<file path="src/rtl/bdq_pkg.sv">
// ----------------------------------------------------------------------------
// bdq_pkg: shared types for the bounded deque
// Opcodes, status codes and the control word that drives the row of cells.
// ----------------------------------------------------------------------------
package bdq_pkg;

  localparam int unsigned DATA_W = 32;
  localparam int unsigned OP_W   = 3;
  localparam int unsigned STAT_W = 2;
  localparam int unsigned FLD_W  = 5;   // width of the count and removed fields

  typedef enum logic [OP_W-1:0] {
    OP_PUSH_FRONT = 3'd0,
    OP_PUSH_BACK  = 3'd1,
    OP_POP_FRONT  = 3'd2,
    OP_POP_BACK   = 3'd3,
    OP_REM_FIRST  = 3'd4,
    OP_REM_ALL    = 3'd5
  } op_e;

  typedef enum logic [STAT_W-1:0] {
    ST_OK        = 2'd0,
    ST_EMPTY     = 2'd1,
    ST_FULL      = 2'd2,
    ST_NOT_FOUND = 2'd3
  } status_e;

  // broadcast to every cell; a write at the addressed cell wins over a shift
  typedef struct packed {
    logic shift_up;
    logic shift_dn;
    logic wr_en;
  } cell_ctrl_t;

endpackage

</file>
<file path="src/rtl/bdq_cell.sv">
// ----------------------------------------------------------------------------
// bdq_cell: one storage cell of the deque
// Holds one entry; loads the broadcast word when addressed, otherwise takes
// its left or right neighbour on a shift, otherwise holds.
// ----------------------------------------------------------------------------
module bdq_cell #(
  parameter int unsigned IW  = 4,
  parameter int unsigned IDX = 0
) (
  input  logic                          clk_i,
  input  bdq_pkg::cell_ctrl_t           ctrl_i,
  input  logic [IW-1:0]                 wr_pos_i,
  input  logic [bdq_pkg::DATA_W-1:0]    wr_data_i,
  input  logic [bdq_pkg::DATA_W-1:0]    left_i,
  input  logic [bdq_pkg::DATA_W-1:0]    right_i,
  output logic [bdq_pkg::DATA_W-1:0]    data_o
);

  logic [bdq_pkg::DATA_W-1:0] data_d, data_q;
  logic                       hit;

  assign hit = ctrl_i.wr_en && (wr_pos_i == IW'(IDX));

  always_comb begin
    if (hit) begin
      data_d = wr_data_i;
    end else if (ctrl_i.shift_up) begin
      data_d = left_i;
    end else if (ctrl_i.shift_dn) begin
      data_d = right_i;
    end else begin
      data_d = data_q;
    end
  end

  always_ff @(posedge clk_i) begin
    data_q <= data_d;
  end

  assign data_o = data_q;

endmodule

</file>
<file path="src/rtl/bounded_deque_with_value_removal.sv">
// ----------------------------------------------------------------------------
// bounded_deque_with_value_removal: bounded deque with removal by value
// Entries sit in a row of cells, front in cell 0. End operations shift or
// write the row or only move the count; removals rotate the row through a compare.
// ----------------------------------------------------------------------------
//  channel  | dir | tdata                         | tuser
//  s_axis   | in  | [31:0] value                  | [2:0] opcode
//  m_axis   | out | [4:0] count, [9:5] removed    | [1:0] status
//
//  Push and pop: the transfer loads the result register directly.
//  Remove first / remove all: after the accepting transfer the row is
//  rotated once through all held entries; each step pops cell 0, compares
//  it with the key and writes it back at the tail unless it is dropped.
//  Reset clears the count, the state and the result valid; cell contents
//  are left as they are. A new item is taken once no rotation is running
//  and the result register is free or being emptied in the same cycle.
// ----------------------------------------------------------------------------
module bounded_deque_with_value_removal #(
  parameter int unsigned CAPACITY = 16
) (
  input  logic        clk_i,
  input  logic        rst_ni,
  input  logic        s_axis_tvalid,
  output logic        s_axis_tready,
  input  logic [31:0] s_axis_tdata,    // [31:0] value
  input  logic [2:0]  s_axis_tuser,    // [2:0] opcode
  output logic        m_axis_tvalid,
  input  logic        m_axis_tready,
  output logic [15:0] m_axis_tdata,    // [4:0] count, [9:5] removed, zero above
  output logic [1:0]  m_axis_tuser     // [1:0] status
);

  localparam int unsigned IW = (CAPACITY > 1) ? $clog2(CAPACITY) : 1;
  localparam int unsigned CW = $clog2(CAPACITY + 1);
  localparam int unsigned DW = bdq_pkg::DATA_W;
  localparam int unsigned FW = bdq_pkg::FLD_W;

  typedef enum logic [1:0] {
    S_IDLE = 2'b01,
    S_SCAN = 2'b10
  } state_e;

  state_e              state_d, state_q;
  logic [CW-1:0]       count_d, count_q;
  logic                m_valid_d, m_valid_q;
  logic [CW-1:0]       rem_d, rem_q;
  logic [IW-1:0]       wpos_d, wpos_q;
  logic [CW-1:0]       removed_d, removed_q;
  logic                found_d, found_q;
  logic                all_d, all_q;
  logic [DW-1:0]       key_d, key_q;
  bdq_pkg::status_e    out_status_d, out_status_q;
  logic [FW-1:0]       out_count_d, out_count_q;
  logic [FW-1:0]       out_removed_d, out_removed_q;

  bdq_pkg::cell_ctrl_t ctrl;
  logic [IW-1:0]       wr_pos;
  logic [DW-1:0]       wr_data;
  logic [DW-1:0]       cell_data [CAPACITY];
  logic                in_xfer;
  logic                drop;
  logic                res_valid;
  bdq_pkg::status_e    res_status;
  logic [CW-1:0]       res_removed;
  bdq_pkg::op_e        op;

  assign op            = bdq_pkg::op_e'(s_axis_tuser);
  assign s_axis_tready = (state_q == S_IDLE) && (!m_valid_q || m_axis_tready);
  assign in_xfer       = s_axis_tvalid && s_axis_tready;
  assign drop          = (cell_data[0] == key_q) && (all_q || !found_q);

  always_comb begin
    state_d       = state_q;
    count_d       = count_q;
    m_valid_d     = m_valid_q && !m_axis_tready;
    rem_d         = rem_q;
    wpos_d        = wpos_q;
    removed_d     = removed_q;
    found_d       = found_q;
    all_d         = all_q;
    key_d         = key_q;
    out_status_d  = out_status_q;
    out_count_d   = out_count_q;
    out_removed_d = out_removed_q;
    ctrl          = '0;
    wr_pos        = '0;
    wr_data       = s_axis_tdata;
    res_valid     = 1'b0;
    res_status    = bdq_pkg::ST_OK;
    res_removed   = '0;

    case (state_q)
      S_IDLE: begin
        if (in_xfer) begin
          res_valid = 1'b1;
          case (op)
            bdq_pkg::OP_PUSH_FRONT: begin
              if (count_q == CW'(CAPACITY)) begin
                res_status = bdq_pkg::ST_FULL;
              end else begin
                ctrl.shift_up = 1'b1;
                count_d       = count_q + CW'(1);
              end
            end
            bdq_pkg::OP_PUSH_BACK: begin
              if (count_q == CW'(CAPACITY)) begin
                res_status = bdq_pkg::ST_FULL;
              end else begin
                ctrl.wr_en = 1'b1;
                wr_pos     = IW'(count_q);
                count_d    = count_q + CW'(1);
              end
            end
            bdq_pkg::OP_POP_FRONT: begin
              if (count_q == '0) begin
                res_status = bdq_pkg::ST_EMPTY;
              end else begin
                ctrl.shift_dn = 1'b1;
                count_d       = count_q - CW'(1);
                res_removed   = CW'(1);
              end
            end
            bdq_pkg::OP_POP_BACK: begin
              if (count_q == '0) begin
                res_status = bdq_pkg::ST_EMPTY;
              end else begin
                count_d     = count_q - CW'(1);
                res_removed = CW'(1);
              end
            end
            bdq_pkg::OP_REM_FIRST, bdq_pkg::OP_REM_ALL: begin
              if (count_q == '0) begin
                res_status = (op == bdq_pkg::OP_REM_FIRST) ? bdq_pkg::ST_EMPTY
                                                           : bdq_pkg::ST_OK;
              end else begin
                // start the rotation; result comes at its end
                res_valid = 1'b0;
                state_d   = S_SCAN;
                rem_d     = count_q;
                wpos_d    = IW'(count_q - CW'(1));
                removed_d = '0;
                found_d   = 1'b0;
                all_d     = (op == bdq_pkg::OP_REM_ALL);
                key_d     = s_axis_tdata;
              end
            end
            default: begin
            end
          endcase
        end
      end
      S_SCAN: begin
        // pop cell 0 and append it at the tail unless it is dropped (a match; for remove first only the first)
        ctrl.shift_dn = 1'b1;
        ctrl.wr_en    = !drop;
        wr_pos        = wpos_q;
        wr_data       = cell_data[0];
        wpos_d        = drop ? wpos_q - IW'(1) : wpos_q;
        removed_d     = removed_q + CW'(drop);
        found_d       = found_q || drop;
        rem_d         = rem_q - CW'(1);
        if (rem_q == CW'(1)) begin
          state_d     = S_IDLE;
          count_d     = count_q - removed_d;
          res_valid   = 1'b1;
          res_removed = removed_d;
          res_status  = (!all_q && !found_d) ? bdq_pkg::ST_NOT_FOUND : bdq_pkg::ST_OK;
        end
      end
      default: begin
        state_d = S_IDLE;
      end
    endcase

    if (res_valid) begin
      m_valid_d     = 1'b1;
      out_status_d  = res_status;
      out_count_d   = FW'(count_d);
      out_removed_d = FW'(res_removed);
    end
  end

  for (genvar i = 0; i < CAPACITY; i++) begin : g_cell
    logic [DW-1:0] left, right;
    if (i == 0) begin : g_first
      assign left = wr_data;
    end else begin : g_mid_l
      assign left = cell_data[i-1];
    end
    if (i == CAPACITY - 1) begin : g_last
      assign right = cell_data[i];
    end else begin : g_mid_r
      assign right = cell_data[i+1];
    end

    bdq_cell #(
      .IW  (IW),
      .IDX (i)
    ) u_cell (
      .clk_i     (clk_i),
      .ctrl_i    (ctrl),
      .wr_pos_i  (wr_pos),
      .wr_data_i (wr_data),
      .left_i    (left),
      .right_i   (right),
      .data_o    (cell_data[i])
    );
  end

  always_ff @(posedge clk_i or negedge rst_ni) begin
    if (!rst_ni) begin
      state_q   <= S_IDLE;
      count_q   <= '0;
      m_valid_q <= 1'b0;
    end else begin
      state_q   <= state_d;
      count_q   <= count_d;
      m_valid_q <= m_valid_d;
    end
  end

  always_ff @(posedge clk_i) begin
    rem_q         <= rem_d;
    wpos_q        <= wpos_d;
    removed_q     <= removed_d;
    found_q       <= found_d;
    all_q         <= all_d;
    key_q         <= key_d;
    out_status_q  <= out_status_d;
    out_count_q   <= out_count_d;
    out_removed_q <= out_removed_d;
  end

  assign m_axis_tvalid = m_valid_q;
  assign m_axis_tuser  = out_status_q;
  assign m_axis_tdata  = {{(16 - 2 * FW){1'b0}}, out_removed_q, out_count_q};

`ifndef ASSERT_OFF
  a_count_bound: assert property (@(posedge clk_i) disable iff (!rst_ni)
    count_q <= CW'(CAPACITY))
    else $error("occupancy above capacity");

  a_scan_result: assert property (@(posedge clk_i) disable iff (!rst_ni)
    (state_q == S_SCAN) && (rem_q == CW'(1)) |=> m_valid_q && (state_q == S_IDLE))
    else $error("rotation finished without a result");

  a_tail_in_range: assert property (@(posedge clk_i) disable iff (!rst_ni)
    (state_q == S_SCAN) |-> (CW'(wpos_q) < count_q) && (rem_q != '0))
    else $error("tail position outside held entries");

  a_first_once: assert property (@(posedge clk_i) disable iff (!rst_ni)
    (state_q == S_SCAN) && !all_q |-> (removed_q <= CW'(1)))
    else $error("remove first dropped more than one entry");

  a_no_accept_in_scan: assert property (@(posedge clk_i) disable iff (!rst_ni)
    (state_q == S_SCAN) |-> !m_valid_q && !s_axis_tready)
    else $error("transfer overlaps a rotation");
`endif

endmodule
</file>
<file path="config.mk">
export PLATFORM = sky130hd
export DESIGN_NAME = bounded_deque_with_value_removal
export DESIGN_NICKNAME = d
export VERILOG_FILES = /design/src/rtl/bdq_pkg.sv /design/src/rtl/bdq_cell.sv /design/src/rtl/bounded_deque_with_value_removal.sv
export SDC_FILE = /design/constraint.sdc
export NUM_CORES = 1
export LEC_CHECK = 0
export CAP_MARGIN = 5
export CORE_ASPECT_RATIO = 1.75
export CORE_UTILIZATION = 25
export CTS_CLUSTER_DIAMETER = 200
export DETAILED_ROUTE_END_ITERATION = 10
export DONT_BUFFER_PORTS = 1
export SLEW_MARGIN = 20
export SYNTH_ARGS = -nofsm -noshare
export SYNTH_HDL_FRONTEND = slang
export SYNTH_HIERARCHICAL = 1
export SYNTH_SLANG_ARGS = --single-unit
</file>
<file path="constraint.sdc">
create_clock -name clk_i -period 9.7 [get_ports clk_i]
set_input_delay 1.94 -clock clk_i [delete_from_list [all_inputs] [get_ports clk_i]]
set_output_delay 1.94 -clock clk_i [all_outputs]
set_load 0.05 [all_outputs]
</file>
==> run summary <==
status: finished clean
DR WL/cell: 22.1 um
Ys Warns: 6
vias per cell: 4.49
worst slew pin tran: 1.13 ns
crit path DAT: 6.00 ns
Tightest Hold Check Type: reg -> reg
post-synthesis sequential area ratio: 0.504
worst reg2reg path depth: 10
post-route cell area: 37500 um2
Flop pwr share: 0.501
Worst R2R End: g_cell[13].u_cell/data_o[2]$_DFFE_PP_
CTS tree: yes
synthesized instance count: 2047
hold_sp: state_q[0]$_DFFE_PN1P_
detailed placement HPWL: 52.5 mm
Worst Skew: 0.0400 ns
Setup Buffers After CTS: 0
Fillers: 13700
Final Cycle Share: 0.593
Clock transition at path regs: 0.06 ns
met2 routed WL: 45.4 mm
R2R Setup Slk: 4.32 ns
CTS root buf: clkbuf_16
drt first pass iters: 7
Comb power frac: 0.200
cell area after synthesis: 34500 um2
post-synthesis average cell area: 16.8 um2
Post-synth EDFFs: 572
most common cell after layout, fill and taps aside: edfxtp_1
CP Launch Type: primary input
DR vias: 17300
Hold Vio Cnt, Final: 0
final setup TNS: 0 ns
post-CTS sizing: 0
Num CTS Buffers: 56
Hold Slack: 0.518 ns
htree depth: 2
Core Box Area: 136000 um2
maximum VDD drop: 0.134 mV
WS Path Type: in -> reg
Max-Cap Viols: 0
largest net degree at the start of global routing: 127
Sw Pwr: 1990 uW
PwrDens: 193 nW/um2
Residual DRC: 0
Main synth FF type: edfxtp_1
Final Setup Violations: 0
die width: 283 um
Placer Congestion: 0.787
# nets final: 2063
internal power: 5240 uW
Chip Height: 493 um
Async SR Flop Fraction: 0.0138
max_slew headroom: 0.246
met3 WL post-DR: 4.45 mm
initial antenna violation count: 14
sw frac: 0.275
clock tree buffer depth: 3
wl on met1: 33.0 mm
count of cell types in the netlist: 63
RR Startpoint: g_cell[0].u_cell/data_o[30]$_DFFE_PP_
first-pass GRT wire length: 127 mm
clock share of power: 0.299
worst hold endpoint: state_q[0]$_DFFE_PN1P_
Max Used Layer: met5
CP required: 9.94 ns
Leak Pwr: 0.0129 uW
layout cells sized above 1: 0.596
Site Rows: 179
Seq cells post-synth: 580
dpl cell area: 35800 um2
vias in the first global route: 19000
Routed Antenna Nets: 0
# IOs: 59
crit path capture type: flip-flop
most frequent cells in the layout: edfxtp_1, mux2_2, mux2_4, clkbuf_16, nor2_1
Iteration-0 DRC Markers: 1060
Die ar.: 139000 um2
minimum clock period: 5.75 ns
# clock sinks: 580
crit-path max FO: 33
synthesis-to-finish area growth: 8.80%
fmax: 0.174 GHz
Hold Path Depth: 2
total grt overflow: 0
Max Slew Vio Count: 0
port bufs: 0
RSZ-0062 raised after global routing: no
Tot GR Track Use: 0.121
CP startpoint: m_axis_tready
CTS Hold Bufs: 0
drt total wl: 85.3 mm
Clock Latency Late Sink: 0.65 ns
initial core utilization: 0.253
-- state kept, by name (all words and copies together) (netlist names), 2 cells and up --
signal and count:
rem_q 5, out_count_q 5, m_axis_tuser 2, state_q 2
out_removed_q 5, count_q 5, key_q 32, g_cell.u_cell/data_o 512
removed_q 5, wpos_q 4
-- cell families (layout without fill, tap and decap cells) --
logic type               count (synthesis)  in the layout  synth area share
XOR/XNOR                                47             47            0.0119
multiplexers                          1062           1062             0.400
other                                    1              8          0.000109
buffers and inverters                  153            154            0.0424
adder cells (fa/ha/maj)                 16             16           0.00566
AND/OR/NAND/NOR                        145            145            0.0273
flip-flops                             580            580             0.504
AO/OA/AOI/OAI                           43             43           0.00820
-- stage by stage --
step                utilization  instances  power, uW  setup WS, ns
floorplan                     -       2052       4720          3.50
global placement          0.262       3764       5100          3.37
detailed placement        0.262       3764       5120          3.28
CTS                       0.275       3863       7310          3.96
global route              0.275       3864       7510          3.68
finish                    0.275       3865       7230          3.95
-- power by group through the flow --
stage                     Clock, uW  Combinational, uW  Sequential (uW)
final                          2160               1450             3620
after global routing           2300               1550             3660
after CTS                      2230               1450             3630
after detailed placement          0               1450             3680
after global placement            0               1420             3670
after floorplan                   0               1180             3540
-- metal layers --
layer,vias up,GRT usage
met4,18,0.0389
met3,129,0.0261
met5,-,0
met1,9048,0.137
li1,7821,-
met2,325,0.223
-- Yosys cell counts, types with 3 or more instances --
library cell | n | area (um2)
nand4b_1 | 6 | 52.6
nand4_1 | 9 | 56.3
mux2_1 | 4 | 45.0
nor4_4 | 4 | 85.1
nor3_1 | 5 | 25.0
a21oi_1 | 12 | 60.1
edfxtp_1 | 572 | 17200
buf_6 | 84 | 946
clkbuf_1 | 9 | 33.8
inv_1 | 15 | 56.3
o21ai_0 | 7 | 35.0
xnor2_1 | 28 | 245
buf_12 | 9 | 180
dfrtp_1 | 7 | 175
buf_4 | 21 | 158
nand2b_1 | 7 | 43.8
nor2_2 | 3 | 18.8
nor2_1 | 42 | 158
a22oi_1 | 3 | 22.5
maj3_2 | 4 | 45.0
or3_1 | 12 | 75.1
mux2_4 | 493 | 7400
nor2_4 | 5 | 56.3
nor4_1 | 5 | 31.3
nand4_4 | 3 | 63.8
and3_1 | 3 | 18.8
nand3b_1 | 5 | 37.5
buf_2 | 12 | 60.1
nand2_1 | 16 | 60.1
ha_1 | 12 | 150
mux2_2 | 560 | 6310
xor2_1 | 19 | 166
nand3_1 | 7 | 35.0
mux2i_1 | 5 | 50.1
-- final cells by class --
| type | count | area (um2) | share of cell area |
|---|---|---|---|
| inverter | 16 | 60.1 | 0.00160 |
| tap | 1810 | 2260 | 0.0604 |
| sequential | 580 | 17400 | 0.463 |
| clock buffer | 66 | 1460 | 0.0389 |
| antenna | 2 | 5.00 | 0.000133 |
| timing repair buffer | 39 | 330 | 0.00881 |
| clock inverter | 33 | 279 | 0.00744 |
| multi-input combinational | 1319 | 15700 | 0.419 |
-- worst max path at each step --
stage | slack (ns) | depth (start not counted) | endpoint
floorplan | 3.50 | 6 | g_cell[4].u_cell/data_o[0]$_DFFE_PP_
global placement | 3.37 | 8 | g_cell[15].u_cell/data_o[13]$_DFFE_PP_
detailed placement | 3.28 | 8 | g_cell[15].u_cell/data_o[2]$_DFFE_PP_
CTS | 3.96 | 8 | g_cell[15].u_cell/data_o[2]$_DFFE_PP_
global route | 3.68 | 8 | g_cell[15].u_cell/data_o[2]$_DFFE_PP_
finish | 3.95 | 9 | g_cell[10].u_cell/data_o[18]$_DFFE_PP_
-- worst max-delay path, stage by stage --
cell      delay [ns]
nand2b_1        0.12
nand4b_1        0.32
nor3_1          0.55
nand4_1         0.20
a21oi_2         0.86
nand4b_1        0.31
nor2_4          0.14
buf_4           0.54
or3_2           0.96
(Power assumes the default switching activity.)
